===== src/rtl/gbn_pkg.sv =====
`timescale 1ns / 1ps

package gbn_pkg;

    // Window and sequence space
    localparam int WINDOW_SIZE = 32;
    localparam int SLOT_W      = $clog2(WINDOW_SIZE);
    localparam int CNT_W       = SLOT_W + 1;
    localparam int SEQ_W       = 31;
    localparam int CHK_W       = 32;
    localparam int TIMER_W     = 16;

    // Payload layout
    localparam int PAY_BYTES = 20;
    localparam int LOW_W     = 64;
    localparam int MID_W     = 64;
    localparam int HIGH_W    = 32;
    localparam int PAY_W     = LOW_W + MID_W + HIGH_W;
    localparam int SUM_W     = 13;  // signed sum of up to twenty signed bytes
    localparam int GROUPS    = 4;
    localparam int GROUP_LEN = PAY_BYTES / GROUPS;

    // Stream words
    localparam int ACT_W     = 2;
    localparam int S_TDATA_W = 224;
    localparam int M_TDATA_W = 224;

    // Front to back queue
    localparam int QUEUE_DEPTH = 2;
    localparam int QPTR_W      = $clog2(QUEUE_DEPTH);

    localparam logic [ACT_W-1:0]   ACT_MSG  = 2'd0;
    localparam logic [ACT_W-1:0]   ACT_ACK  = 2'd1;
    localparam logic [ACT_W-1:0]   ACT_TICK = 2'd2;

    localparam logic               KIND_SENT    = 1'b0;
    localparam logic               KIND_REFUSED = 1'b1;

    localparam logic [TIMER_W-1:0] TIMEOUT_RESET = 16'd20;
    localparam logic [CHK_W-1:0]   ACK_GOOD      = 32'hFFFF_FFFF;

    typedef enum logic [1:0] {
        CLS_MSG  = 2'd0,
        CLS_ACK  = 2'd1,
        CLS_TICK = 2'd2
    } cls_t;

    typedef struct packed {
        cls_t               cls;
        logic [PAY_W-1:0]   payload;    // bytes from the first zero byte on cleared
        logic [SUM_W-1:0]   byte_sum;   // two's complement
        logic [SEQ_W-1:0]   ack_number;
    } item_t;

endpackage


===== src/rtl/gbn_queue.sv =====
`timescale 1ns / 1ps

module gbn_queue import gbn_pkg::*; (
    input  logic  aclk,
    input  logic  aresetn,
    input  logic  in_valid,
    output logic  in_ready,
    input  item_t in_item,
    output logic  out_valid,
    input  logic  out_pop,
    output item_t out_item
);

    item_t             entry_reg [QUEUE_DEPTH];
    logic [QPTR_W-1:0] wr_ptr_reg, wr_ptr_next;
    logic [QPTR_W-1:0] rd_ptr_reg, rd_ptr_next;
    logic [QPTR_W:0]   fill_reg, fill_next;
    logic              do_push;
    logic              do_pop;

    assign in_ready  = fill_reg != (QPTR_W+1)'(QUEUE_DEPTH);
    assign out_valid = fill_reg != '0;
    assign out_item  = entry_reg[rd_ptr_reg];
    assign do_push   = in_valid & in_ready;
    assign do_pop    = out_pop & out_valid;

    always_comb begin
        wr_ptr_next = do_push ? wr_ptr_reg + QPTR_W'(1) : wr_ptr_reg;
        rd_ptr_next = do_pop ? rd_ptr_reg + QPTR_W'(1) : rd_ptr_reg;
        fill_next   = fill_reg + (QPTR_W+1)'(do_push) - (QPTR_W+1)'(do_pop);
    end

    always_ff @(posedge aclk) begin
        if (!aresetn) begin
            wr_ptr_reg <= '0;
            rd_ptr_reg <= '0;
            fill_reg   <= '0;
        end else begin
            wr_ptr_reg <= wr_ptr_next;
            rd_ptr_reg <= rd_ptr_next;
            fill_reg   <= fill_next;
        end
    end

    always_ff @(posedge aclk) begin
        if (do_push) begin
            entry_reg[wr_ptr_reg] <= in_item;
        end
    end

endmodule


===== config.mk =====
export PLATFORM = sky130hd
export DESIGN_NAME = gbn_queue
export DESIGN_NICKNAME = d
export VERILOG_FILES = /design/src/rtl/gbn_pkg.sv /design/src/rtl/gbn_queue.sv
export SDC_FILE = /design/constraint.sdc
export NUM_CORES = 1
export LEC_CHECK = 0
export BUFFER_PORTS_ARGS = -buffer_cell sky130_fd_sc_hd__buf_2
export CORE_MARGIN = 1.5
export CORE_UTILIZATION = 50
export CTS_BUF_LIST = sky130_fd_sc_hd__clkbuf_2 sky130_fd_sc_hd__clkbuf_4 sky130_fd_sc_hd__clkbuf_8
export DETAILED_ROUTE_END_ITERATION = 8
export PLACE_DENSITY_LB_ADDON = 0.3
export SLEW_MARGIN = 15
export SYNTH_ARGS = -nofsm -noshare
export SYNTH_HDL_FRONTEND = slang
export SYNTH_SLANG_ARGS = --single-unit

===== constraint.sdc =====
create_clock -name aclk -period 12.2 [get_ports aclk]
set_input_delay 0.61 -clock aclk [delete_from_list [all_inputs] [get_ports aclk]]
set_output_delay 0.61 -clock aclk [all_outputs]
set_load 0.02 [all_outputs]

* Word level (Yosys, flattened, before mapping)
Memories as Yosys holds them, arrays and structs flattened. A register that Yosys moved wholly into a read port is not among the register bits.
Cells that the tools add are included.
W data, S select, Z words.
** Cells by class
- Add/sub/neg operators :: 4
- Equality and inequality tests :: 1
- Mux-type cells :: 4
- Bitwise gates (word level) :: 2
- Reductions and logical operators :: 1
** Operators by type and width (count)
- $mux W1 :: 4
- $add A1 B1 Y1 const B :: 2
- $add A2 B1 Y2 :: 1
- $and A1 B1 Y1 :: 2
- $ne A2 B2 Y1 const B :: 1
- $reduce_bool A2 Y1 :: 1
- $sub A2 B1 Y2 :: 1
** Storage, ports and cells
- Bits in registers :: 4
- Bits in writable memories :: 412
- Input bits :: 210
- Output and inout bits :: 208
- Word-level logic and storage cells :: 16
- Memories :: 1
** Memory list
- entry_reg :: words 2, bits a word 206, rd ports 1, clocked after memory_dff 1, write ports 1, RTL line gbn_queue.sv:14 : item_t entry_reg [QUEUE_DEPTH];

* Logic depth before layout (Yosys ltp)
- Word-level depth :: 4
- Gate-level depth with buffers :: 6
- Mapped depth without buffers :: 6

* Worst setup path before layout
OpenSTA, ideal clock, no wires.
- Kind :: reg2reg
- Start point :: register fill_reg[0]
- End point :: memory entry_reg[1][0] in the netlist's numbering (enable)
- Library setup time :: 594 ps
- Arrival time :: 5493 ps
- Data required time :: 11606 ps
- Path slack :: 6113 ps
- Cell stages (with the launch flop) :: 3
- Path buffers :: 0
- Period minus slack after synthesis :: 6087 ps
- Cell sequence :: dfxtp_1 nand2b_1 and3_1
** On the way
- Cells in the longest elaborated chain, start to end :: 4
** RTL lines
- start, declared :: RTL line gbn_queue.sv:17 : logic [QPTR_W:0] fill_reg, fill_next;
- start signal, assigned :: RTL line gbn_queue.sv:41 : fill_reg <= fill_next;
- $ne A2 B2 Y1 :: RTL line gbn_queue.sv:21 : assign in_ready = fill_reg != (QPTR_W+1)'(QUEUE_DEPTH);
- net in_ready :: RTL line gbn_queue.sv:7 : output logic in_ready,
- $and A1 B1 Y1 :: RTL line gbn_queue.sv:24 : assign do_push = in_valid & in_ready;
- $mux W1 :: RTL line gbn_queue.sv:46 : if (do_push) begin
- $mux W1 (not written as such) :: RTL line gbn_queue.sv:47 : entry_reg[wr_ptr_reg] <= in_item;
- end, declared :: RTL line gbn_queue.sv:14
The timed path passes the listed nets, and every way through them passes these cells.

==> results by group <==
Outcome
  • Status: finished with violations
  • Failing checks: design-rule violations

Routing
  • WL final: roughly 31 mm
  • Pre-Repair DR Iteration Count: 9
  • Vias: 8012
  • DR WL/cell: roughly 20 um
  • Antenna Nets Post-Route: 0
  • Iteration-0 DRC Markers: 418
  • Vias per inst: 5.04
  • Residual DRC: 21

Logic synthesis
  • Yosys warns: 0
  • Register bit count reported by yosys: ~420
  • Mapped Area: ~16000 um^2
  • Top-area cell type share of the netlist area: between 70 and 80%
  • Post-synthesis sequential area ratio: between 70% and 80%
  • Avg Cell Area, Syn: between 20 and 25 um^2
  • Post-Syn Nets: about 880
  • Cells taking the most area after synthesis: edfxtp_1 (79%), mux2_4 (13%), mux2_2 (4.7%), buf_6 (1.2%), dfxtp_1 (0.64%)
  • Library cells used by synthesis: 24
  • Leading area contributor after synthesis: edfxtp_1
  • Synth Instances: between 600 and 700

Place
  • Dpl cell area: roughly 18000 um^2
  • HPWL after DPL: just over 20 mm
  • Placed cells: 1466
  • PortBufs: 417
  • GPL Wtd Cong: just under 0.8

Pwr
  • Switching Fraction: about 28%
  • Static leakage: 7.55 nW
  • Flop pwr share: between 40% and 50%
  • VDD IR max: around 0.00013 V
  • Power per cell area: 200 nW/um^2
  • Switching pwr: 1.10 mW
  • Final total power: around 3.9 mW
  • Combinational share of power: about a quarter
  • Internal power: between 2 and 3 mW
  • Clock network fraction of total power: about 29%

Clock network
  • Post-CTS Setup Bufs: 0
  • Clock transition at path regs: about 60 ps
  • Root Buffer Master: clkbuf_8
  • Clock Sink Count: around 420
  • CTS tree: built
  • Clk Latency, worst-skew pair: between 500 and 600 ps
  • Cts bufs inserted: between 60 and 70
  • H-Tree Depth: 3
  • CTS resizes: 0
  • Longest Clk Path Bufs: 3
  • Hold-fix buffers at CTS: 0

Floorplan
  • Total core area: roughly 31000 um^2
  • Full die area: approximately 32000 um^2
  • # rows: 64
  • Chip width: 180 um
  • Initial Util: between 50% and 60%
  • Vert. Die Dim: 180 um
  • # IOs: between 400 and 500

Setup path
  • Critical Path AT: roughly 3800 ps
  • Most Frequent Cell on Critical Path: buf_4
  • Req. time, crit path: 11590 ps
  • Internal reg-to-reg setup slack: approximately 9300 ps
  • Critical path class: reg2out
  • Worst path bufs/invs: 3
  • CP cell instances: buf_4 -> buf_4 -> mux2_4 -> buf_2
  • R2r endpoint: entry_reg[1][109]
  • Critical Path Start Type: register
  • Critical path's slowest cell: buf_4
  • Reg2reg path depth: 3
  • Worst path top cell family by delay: buffers and inverters
  • Worst-path maximum fanout: between 60 and 70
  • R2r startpoint: fill_reg[0]
  • Slowest cell delay on critical path: 890 ps
  • Critical path capture point type: output port

GRT
  • Total GRT Usage: 18.8%
  • Met2 Use GR: between 30% and 40%
  • Grt total ovfl: 0
  • Routing usage on met1: between 20% and 30%
  • Vias in the first global route: 8248
  • Met3 usage: under 10%
  • Number of antenna violations at the first check in global routing: 11
  • Global route hottest layer: met2
  • Largest net degree at the start of global routing: 139
  • First-pass GRT wire length: about 46 mm

STA
  • RSZ-0062 raised after global routing: no
  • Setup violations, final: 0
  • Max-slew violation count: 0
  • Tmin final: around 4400 ps
  • Max-slew headroom: approximately a quarter
  • Final hold vios: 0
  • Final period util: ~36%
  • FMAX: 0.229 GHz
  • Total Negative Setup Slacks: 0 ps
  • Worst Max-Slew Pin Slew: around 1100 ps
  • Worst Skew: about 18 ps

Hold path
  • HP Class: in2reg
  • Min-delay src: in_item[3]
  • Worst Hold End: entry_reg[0][3]
  • WHS Path Cells: 1

Finish
  • Nets: 1350
  • Layout cells sized above 1: between 60% and 70%
  • P&R area growth vs syn: 23.7%
  • Max FFs per register: between 400 and 500
  • Fin cells: between 1500 and 2000
  • Final instance area: 19400 um^2

Flow run
  • Max Cap Violations: 0
## placed cells by master (no fill, tap or decap), drive strengths merged, types with 2 or more instances in the layout
cell and instances:
a21bo 2, and2 3, buf 423, bufinv 2
clkbuf 84, clkinv 25, dfxtp 5, diode 10
edfxtp 412, inv 4, mux2 206, nand2b 2
nor2 2, o21ai 2
## cell families after synthesis
| logic type | count (synthesis) | synth area share (%) |
|---|---|---|
| muxes | 207 | 18.2 |
| and+or+nand+nor | 13 | 0.470 |
| adders and majority gates | 1 | 0.0797 |
| buffers and inverters | 24 | 1.43 |
| DFF | 417 | 79.4 |
| xor gates and xnor gates | 1 | 0.0558 |
| AOI/OAI and AO/OA | 7 | 0.343 |
## final cells by class
class	count	area, um^2
sequential	417	12500
fill	2266	11300
multi-input combinational	229	3010
timing repair buffer	423	2130
clock buffer	84	1070
tap	396	495
clock inverter	31	200
antenna	10	25.0
inverter	1	11.3
## layer usage
| metal | share of wire [%] | vias up |
|---|---|---|
| li1 | - | 3635 |
| met1 | 36 | 3956 |
| met2 | 51 | 335 |
| met3 | 7.9 | 84 |
| met4 | 4.6 | 2 |
| met5 | 0.042 | - |
## power groups by stage
stage	clock (mW)	combinational, mW	sequential, mW
after detailed placement	0	0.950	1.84
final	1.14	0.940	1.81
after CTS	1.17	0.953	1.81
after global placement	0	0.944	1.83
after global routing	1.23	0.994	1.82
after floorplan	0	0.715	1.83
## synth_stat cells (all sizes together)
cell and number:
or2 1, a21boi 1, nand3b 1, nand3 1
and3 1, mux2 206, nor2 2, a211oi 1
ha 1, a21bo 2, mux2i 1, o21ai 2
buf 23, xnor2 1, nand2b 2, nor2b 1
nand2 1, inv 1, dfxtp 5, and2 3
edfxtp 412, a32oi 1
## how the worst max path moves through the flow
stage | startpoint | cells after the start | slack, ps | to
after floorplan | fill_reg[0] | 2 | 6110 | entry_reg[1][0]
after global placement | register | 4 | 8400 | out_item[63]
after detailed placement | register | 4 | 8400 | out_item[150]
after CTS | register | 4 | 7770 | out_item[150]
after global routing | register | 4 | 7630 | out_item[144]
final | register | 4 | 7840 | out_item[93]
## per-stage QoR
step	worst slack (ps)	hold slack, ps	util, %
final	7840	233	63.1
after global routing	7630	192	63.1
after CTS	7770	175	63.1
after detailed placement	8400	574	58.9
after global placement	8400	569	58.9
after floorplan	6110	529	-
No activity file was read; power rests on OpenSTA's default activity.
