$ cat src/rtl/gbn_pkg.sv
`timescale 1ns / 1ps

package gbn_pkg;

    // Window and sequence space
    localparam int WINDOW_SIZE = 32;
    localparam int SLOT_W      = $clog2(WINDOW_SIZE);
    localparam int CNT_W       = SLOT_W + 1;
    localparam int SEQ_W       = 31;
    localparam int CHK_W       = 32;
    localparam int TIMER_W     = 16;

    // Payload layout
    localparam int PAY_BYTES = 20;
    localparam int LOW_W     = 64;
    localparam int MID_W     = 64;
    localparam int HIGH_W    = 32;
    localparam int PAY_W     = LOW_W + MID_W + HIGH_W;
    localparam int SUM_W     = 13;  // signed sum of up to twenty signed bytes
    localparam int GROUPS    = 4;
    localparam int GROUP_LEN = PAY_BYTES / GROUPS;

    // Stream words
    localparam int ACT_W     = 2;
    localparam int S_TDATA_W = 224;
    localparam int M_TDATA_W = 224;

    // Front to back queue
    localparam int QUEUE_DEPTH = 2;
    localparam int QPTR_W      = $clog2(QUEUE_DEPTH);

    localparam logic [ACT_W-1:0]   ACT_MSG  = 2'd0;
    localparam logic [ACT_W-1:0]   ACT_ACK  = 2'd1;
    localparam logic [ACT_W-1:0]   ACT_TICK = 2'd2;

    localparam logic               KIND_SENT    = 1'b0;
    localparam logic               KIND_REFUSED = 1'b1;

    localparam logic [TIMER_W-1:0] TIMEOUT_RESET = 16'd20;
    localparam logic [CHK_W-1:0]   ACK_GOOD      = 32'hFFFF_FFFF;

    typedef enum logic [1:0] {
        CLS_MSG  = 2'd0,
        CLS_ACK  = 2'd1,
        CLS_TICK = 2'd2
    } cls_t;

    typedef struct packed {
        cls_t               cls;
        logic [PAY_W-1:0]   payload;    // bytes from the first zero byte on cleared
        logic [SUM_W-1:0]   byte_sum;   // two's complement
        logic [SEQ_W-1:0]   ack_number;
    } item_t;

endpackage

$ cat src/rtl/gbn_front.sv
`timescale 1ns / 1ps

module gbn_front import gbn_pkg::*; (
    input  logic                 s_tvalid,
    output logic                 s_tready,
    input  logic [S_TDATA_W-1:0] s_tdata,
    input  logic [ACT_W-1:0]     s_tuser,
    input  logic                 q_ready,
    output logic                 push,
    output item_t                push_item
);

    logic [PAY_W-1:0]  raw_pay;
    logic [PAY_BYTES-1:0] nonzero;
    logic [PAY_BYTES-1:0] keep;
    logic [SUM_W-1:0]  byte_val [PAY_BYTES];
    logic [SUM_W-1:0]  group_sum [GROUPS];
    logic [SUM_W-1:0]  total;
    logic [SEQ_W-1:0]  ack_number;
    logic [CHK_W-1:0]  ack_checksum;
    logic              ack_ok;
    logic              take;

    assign raw_pay      = s_tdata[PAY_W-1:0];
    assign ack_number   = s_tdata[PAY_W +: SEQ_W];
    assign ack_checksum = s_tdata[PAY_W+SEQ_W +: CHK_W];
    assign ack_ok       = (CHK_W'(ack_number) + ack_checksum) == ACK_GOOD;

    // Keep a byte only while no zero byte precedes or equals it
    always_comb begin
        logic [PAY_BYTES-1:0] upto;
        for (int i = 0; i < PAY_BYTES; i++) begin
            nonzero[i] = raw_pay[8*i +: 8] != 8'd0;
        end
        for (int i = 0; i < PAY_BYTES; i++) begin
            upto    = PAY_BYTES'((64'd1 << (i + 1)) - 64'd1);
            keep[i] = &(nonzero | ~upto);
        end
        for (int i = 0; i < PAY_BYTES; i++) begin
            byte_val[i] = keep[i] ?
                {{(SUM_W-8){raw_pay[8*i+7]}}, raw_pay[8*i +: 8]} : SUM_W'(0);
        end
    end

    always_comb begin
        for (int g = 0; g < GROUPS; g++) begin
            group_sum[g] = SUM_W'(0);
            for (int k = 0; k < GROUP_LEN; k++) begin
                group_sum[g] = group_sum[g] + byte_val[g*GROUP_LEN + k];
            end
        end
        total = (group_sum[0] + group_sum[1]) + (group_sum[2] + group_sum[3]);
    end

    always_comb begin
        push_item.payload    = '0;
        push_item.byte_sum   = total;
        push_item.ack_number = ack_number;
        push_item.cls        = CLS_MSG;
        for (int i = 0; i < PAY_BYTES; i++) begin
            push_item.payload[8*i +: 8] = keep[i] ? raw_pay[8*i +: 8] : 8'd0;
        end
        // Drop bad acknowledgements and unused codes here
        case (s_tuser)
            ACT_MSG: begin
                push_item.cls = CLS_MSG;
                take          = 1'b1;
            end
            ACT_ACK: begin
                push_item.cls = CLS_ACK;
                take          = ack_ok;
            end
            ACT_TICK: begin
                push_item.cls = CLS_TICK;
                take          = 1'b1;
            end
            default: begin
                take = 1'b0;
            end
        endcase
    end

    assign s_tready = q_ready;
    assign push     = s_tvalid & q_ready & take;

endmodule

$ cat config.mk
export PLATFORM = sky130hd
export DESIGN_NAME = gbn_front
export DESIGN_NICKNAME = d
export VERILOG_FILES = /design/src/rtl/gbn_pkg.sv /design/src/rtl/gbn_front.sv
export SDC_FILE = /design/constraint.sdc
export NUM_CORES = 1
export LEC_CHECK = 0
export BUFFER_PORTS_ARGS = -buffer_cell sky130_fd_sc_hd__buf_2
export CORE_AREA = 2 2 172 174
export DETAILED_ROUTE_END_ITERATION = 8
export DIE_AREA = 0 0 174 176
export SLEW_MARGIN = 5
export SYNTH_ARGS = -nofsm -noshare
export SYNTH_HDL_FRONTEND = slang
export SYNTH_SLANG_ARGS = --single-unit
$ cat constraint.sdc
create_clock -name vclk -period 13.35
set_input_delay 2.67 -clock vclk [all_inputs]
set_output_delay 2.67 -clock vclk [all_outputs]
set_load 0.05 [all_outputs]
Yosys cells after proc, flatten, opt, wreduce, memory -nomap -nowiden. Index checks and enable logic that the tools add are counted.

Word-level logic and storage cells: 108. Bits of input ports: 228. Bits in registers: 0. Output and inout port bits: 208.

$add $sub $neg: 20. Equality and inequality tests: 3. Reduce and logical (&&, ||, !) cells: 41. Bitwise logic cells: 2. Mux-type cells: 42.

Operators with widths (number): 13-bit 2-to-1 mux (20); 13-bit adder (19); 8-bit 2-to-1 mux (20); 8-bit nonzero test (20); 31-bit by 32-bit adder with 32-bit output (1); 32-bit == test, second input constant (1); 20-bit AND reduction (1); 19-bit AND reduction (1); 18-bit AND reduction (1); 17-bit AND reduction (1); 16-bit AND reduction (1); 15-bit AND reduction (1); 14-bit AND reduction (1); 13-bit AND reduction (1); 12-bit AND reduction (1); 11-bit AND reduction (1); 10-bit AND reduction (1); 9-bit AND reduction (1); 8-bit AND reduction (1); 7-bit AND reduction (1); 6-bit AND reduction (1); 5-bit AND reduction (1); 2-bit one-hot mux with 2 select lines (1); 4-bit AND reduction (1); 8 further kinds (9).

Logic depth before layout (Yosys ltp). Gate-level depths: netlist of run 1.

Depth after elaboration: 9. Depth in mapped cells: 31. Mapped depth without buffers: 31.

Worst setup path after synthesis of run 1. No wires, ideal clock.

Path type: in2out. From: in s_tdata[22]. To: out push_item[42] in the netlist's numbering. Stages on the path: 29. Setup slack: 0.193 ns. Required time: 10.680 ns. Buffers on the path: 0. Data arrival time: 10.487 ns. Cell sequence: or4_1 nor2_1 a211oi_1 nand2_2 nor3_1 and3_1 and2_1 inv_1 fa_1 fa_1 fa_1 inv_1 fa_1 fa_1 inv_1 fa_1 inv_1 fa_1 inv_1 fa_1 nor2b_1 o21ai_0 a21boi_0 o21ai_0 a21boi_0 o21ai_0 a21boi_0 mux2i_1 o2111ai_1.

RTL lines: start, declared (RTL line gbn_front.sv:6) `input logic [S_TDATA_W-1:0] s_tdata,`; end, declared (RTL line gbn_front.sv:10) `output item_t push_item`.

==> results of run 1 <==
[cells in the mapped netlist (all sizes together), types with 6 or more instances]
master and instances:
a21oi 39, inv 291, ha 54, nand4 15
a211oi 9, nand3 14, clkbuf 20, and3 23
nor2b 6, and2 60, nor4 35, nand2 134
nor2 41, xnor2 15, a21o 12, o21ai 35
o21bai 7, fa 157, buf 50, or4 10
nor3 10
[metrics by stage]
stage	utilization	worst slack, ns	hold WS (ns)	area, um^2	TNS (ns)
6_report	0.402	0.439	5.64	11500	0
5_1_grt	0.402	0.0457	5.65	11500	0
4_1_cts	0.401	0.0559	5.64	11400	0
3_5_place_dp	0.401	-0.189	5.64	11400	-0.189
3_3_place_gp	0.401	-0.141	5.64	11400	-0.141
2_1_floorplan	-	0.193	5.51	8620	0
[area by class of cell]
cell class | instances | area, um^2 | share of cell area
Inverter | 291 | 1090 | 0.0952
Timing Repair Buffer | 513 | 2780 | 0.242
Tap cell | 384 | 480 | 0.0419
Multi-Input combinational cell | 764 | 7120 | 0.620
[cell families after synthesis]
family / synth area share
AND/OR/NAND/NOR: 0.225
buffers and inverters: 0.177
adder cells (fa/ha/maj): 0.443
AO/OA/AOI/OAI: 0.130
XOR/XNOR: 0.0183
multiplexers: 0.00711
[how the worst min path moves through the flow]
stage                       startpoint      endpoint  slack [ns]  cells past startpoint
after floorplan           s_tdata[160]  push_item[0]        5.51                      1
after global placement    s_tdata[169]  push_item[9]        5.64                      2
after detailed placement  s_tdata[164]  push_item[4]        5.64                      2
after CTS                 s_tdata[164]  push_item[4]        5.64                      2
after global routing      s_tdata[163]  push_item[3]        5.65                      2
final                     s_tdata[164]  push_item[4]        5.64                      2
[repair_timing]
item,4_1_cts,5_1_grt
endpoints found under the hold margin,0,0
hold buffers,0,0
gates resized for setup,3,8
pin swaps,1,3
setup buffers,0,1
setup endpoints to repair,1,2
[routing by layer]
| layer | up-vias | global-route usage |
|---|---|---|
| met5 | - | 0 |
| met4 | 2 | 0.0249 |
| met3 | 28 | 0.0209 |
| met2 | 354 | 0.399 |
| met1 | 4456 | 0.283 |
| li1 | 4443 | - |
==> out/qor.yml, run 1 <==
final_layout:
  fin_nets: 2009
  final_cell_mix: "buf_2 (433), inv_1 (291), fa_1 (156)"
  clock_buffers: 0
  syn_to_final_growth_pct: 33.0
  diodes: 0
  register_area_um2: 0
  layout-drive-gt1-share: 0.346
  fill_cells: 3110
  final_common_cell: "buf_2"
  seq_cell_count: 0
  instances_no_fill: 1952
floorplanning:
  num_rows: 62
  ios: 436
  die_w_um: 174
  core-area_um2: 28500
  die_h_um: 176
  start_util: 0.302
  dieArea_um2: 30600
routing:
  routed-wl-met2_um: 17700
  dr.pass1.iters: 5
  wl_met1_um: 14500
  viasPerCell: 4.76
  drtAntennaViolNets: 0
  wirelength_um: 34600
  route.top_layer_used: "met5"
  vias: 9283
  drtIter0Drc: 418
  route.detailed.drc: 0
  wl_per_cell_um: 17.7
  wl_met3_um: 1910
setup_path:
  cp.depth: 31
  start_kind: "input pin"
  cp_top_family: "adder cells"
  endpoint: "push_item[41]"
  crit_top_cell: "fa_1"
  path_buf_inv: 10
  crit_slowest_cell: "fa_1"
  crit_start: "s_tdata[10]"
  path_class: "in -> out"
  critical_path.endpoint_type: "output port"
  cpPeakStageDelay_ns: 0.51
  crit_fanout: 11
  arrival_ns: 10.24
  worst_ep_required_time_ns: 10.68
placed_design:
  hpwlAfterDp_um: 32100
  dp.cells: 1951
  portBuffers: 435
  place_congestion: 0.967
global_route:
  grt_usage: 0.217
  antenna_found_initial: 1
  gr-total-overflow: 0
  grt_max_degree: 17
  grt_pass1_wl_um: 51400
  grt_pass1_vias: 9324
sta:
  slew_viol_final: 0
  slew_headroom: 0.291
  min_period_ns: 12.91
  setup_viol: 0
  rsz0062_at_grt: "no"
  fin_crit_sh: 0.967
  tightest_slew_ns: 1.06
  fmax_mhz: 77.5
  hold_viol: 0
synth:
  synth_seq_area_share: 0
  synthTopCellsByArea: "fa_1 (36%), inv_1 (13%), ha_1 (7.8%)"
  synth.largest_area_cell: "fa_1"
  yosys_warnings: 0
  syn_inst: 1125
  synth_area_per_cell_um2: 7.67
  synth_top_area_frac: 0.364
  synth_cell_types: 77
  synth_area_um2: 8620
  syn_nets: 1564
flow_run:
  max_cap_violations: 0
run_status:
  outcome: "finished clean"
min_path:
  hold_class: "in -> out"
Power of run 1 is not shown: default switching activity piles up to over one toggle a cycle in this logic, so the estimate is an artifact.
==> run 2: changes to the inputs <==
--- a/config.mk
+++ b/config.mk
@@ -6,9 +6,12 @@
 export NUM_CORES = 1
 export LEC_CHECK = 0
 export BUFFER_PORTS_ARGS = -buffer_cell sky130_fd_sc_hd__buf_2
-export CORE_AREA = 2 2 172 174
+export CELL_PAD_IN_SITES_DETAIL_PLACEMENT = 1
+export CELL_PAD_IN_SITES_GLOBAL_PLACEMENT = 2
+export CORE_AREA = 2 2 189 191
 export DETAILED_ROUTE_END_ITERATION = 8
-export DIE_AREA = 0 0 174 176
+export DIE_AREA = 0 0 191 193
+export PLACE_DENSITY_LB_ADDON = 0.1
 export SLEW_MARGIN = 5
 export SYNTH_ARGS = -nofsm -noshare
 export SYNTH_HDL_FRONTEND = slang
==> constraint.sdc (replaced) <==
create_clock -name vclk -period 13.35
set_input_delay 2.67 -clock vclk [all_inputs]
set_output_delay 2.67 -clock vclk [all_outputs]
set_load 0.1 [all_outputs]
==> run 2 against run 1 <==
Effect of this change:
- final cell count rose by 5.0%
- sequential share of layout area did not move
- setup slack got worse by 0.013 ns
- flip-flop and latch count did not move
- wire length rose by 15%
- critical path depth rose by 2
- first-iteration DRC count fell by 44%
- highest routed layer is now met4
- critical endpoint is now push_item[42]
- hold slack improved by 0.083 ns
- count of clock-buffer cells in the layout did not move
- via count rose by 0.40%
==> out/qor.yml, run 2 (same netlist as run 1, synthesis figures left out) <==
routing:
  vias: 9320  # was 9283
  wl_per_cell_um: 19.5  # was 17.7 um
  drtIter0Drc: 236  # was 418
  dr.pass1.iters: 4  # was 5
  route.detailed.drc: 0  # unchanged
  drtAntennaViolNets: 0  # unchanged
  viasPerCell: 4.55  # was 4.76
  wirelength_um: 40000  # was 34600 um
setup_path:
  start_kind: "input pin"  # unchanged
  critical_path.endpoint_type: "output port"  # unchanged
  crit_top_cell: "fa_1"  # unchanged
  path_class: "in -> out"  # unchanged
  crit_fanout: 9  # was 11
  cpPeakStageDelay_ns: 0.56  # was 0.51 ns
  worst_ep_required_time_ns: 10.68  # about the same
  arrival_ns: 10.25  # was 10.24 ns
  crit_slowest_cell: "fa_2"  # was fa_1
min_path:
  hold_class: "in -> out"  # unchanged
  min_path_cells: 2  # unchanged
global_route:
  grt_util_met3: 0.0313  # was 0.0209
  grt_use_met1: 0.263  # was 0.283
  grt_pass1_vias: 9967  # was 9324
  top_usage_layer: "met2"  # unchanged
  antenna_found_initial: 2  # was 1
  grt_usage: 0.210  # was 0.217
  gr-total-overflow: 0  # unchanged
  grt_pass1_wl_um: 58700  # was 51400 um
  grt_max_degree: 19  # was 17
  met2_usage: 0.385  # was 0.399
sta:
  hold_viol: 0  # unchanged
  min_period_ns: 12.92  # was 12.91 ns
  fin_hold_ws_ns: 5.73  # was 5.64 ns
  setup_viol: 0  # unchanged
  rsz0062_at_grt: "no"  # unchanged
  tightest_slew_ns: 0.794  # was 1.06 ns
  slew_headroom: 0.466  # was 0.291
  fin_crit_sh: 0.968  # was 0.967
  slew_viol_final: 0  # unchanged
  fmax_mhz: 77.4  # was 77.5 MHz
final_layout:
  register_area_um2: 0  # unchanged
  seq_cell_count: 0  # unchanged
  clock_buffers: 0  # unchanged
  syn_to_final_growth_pct: 38.6  # was 33.0%
  final_cell_mix: "buf_2 (424), inv_1 (291), fa_1 (156)"  # was buf_2 (433), inv_1 (291), fa_1 (156)
  fin_nets: 2027  # was 2009
  stdcell_area_um2: 12000  # was 11500 um^2
  layout-drive-gt1-share: 0.369  # was 0.346
  final_common_cell: "buf_2"  # unchanged
floorplanning:
  core-area_um2: 35000  # was 28500 um^2
  ios: 436  # unchanged
  die_w_um: 191  # was 174 um
  die_h_um: 193  # was 176 um
  num_rows: 69  # was 62
  dieArea_um2: 36900  # was 30600 um^2
  start_util: 0.247  # was 0.302
placed_design:
  portBuffers: 435  # unchanged
  place_congestion: 0.868  # was 0.967
  hpwlAfterDp_um: 37700  # was 32100 um
  place_area_um2: 11800  # was 11400 um^2
run_status:
  outcome: "finished clean"  # unchanged
flow_run:
  max_cap_violations: 0  # unchanged
clock_network:
  cts_hold_buffers: 0  # unchanged
[run 2: cell types whose count changed in the layout (fill, tap and decap cells not counted), moves of 3 or more]
cell     change
nor2_1       -4
buf_2        -9
buf_12      +11
xnor2_1      -3
and2_2      +10
nor2_2       +3
and2_1      -10
buf_4       +15
xnor2_2      +3
[run 2: stage by stage]
step                      setup TNS, ns   util  std cells  worst slack, ns
after CTS                             0  0.339       2043           0.0120
final                                 0  0.342       2049            0.426
after global placement           -0.211  0.339       2043           -0.211
after floorplan                 -0.0433      -       1125          -0.0433
after detailed placement         -0.297  0.339       2043           -0.297
after global routing                  0  0.342       2048           0.0167
[run 2: final cells by class]
cell class / count / area (um^2)
well taps: 461 / 577
inverters: 291 / 1090
repair buffers: 531 / 3080
fillers: 4392 / 23000
multi-input cells: 764 / 7200
diodes: 2 / 5.00
[run 2: layer usage]
layer	share of wire	routed length, um	vias up
met5	0	0	-
met4	0.020	786	0
met3	0.052	2090	30
met2	0.51	20500	282
met1	0.42	16700	4536
li1	-	-	4472
[run 2: worst max-delay path: cells and delay by family]
kind                       cells  cell delay, ns
AOI/OAI and AO/OA              8            1.11
and+or+nand+nor                6            1.28
buffers and inverters         10            1.04
adders and majority gates      8            3.91
muxes                          1            0.21
[run 2: final timing paths]
path,from,to
worst max-delay path,s_tdata[11],push_item[42]
worst min-delay path,s_tdata[167],push_item[7]
[run 2: what timing repair did]
action	in CTS	in global routing
resized for setup	7	18
setup buffers	0	4
setup endpoints to repair	1	4
pin swaps	0	8
Power of run 2 is left out for the same reason.
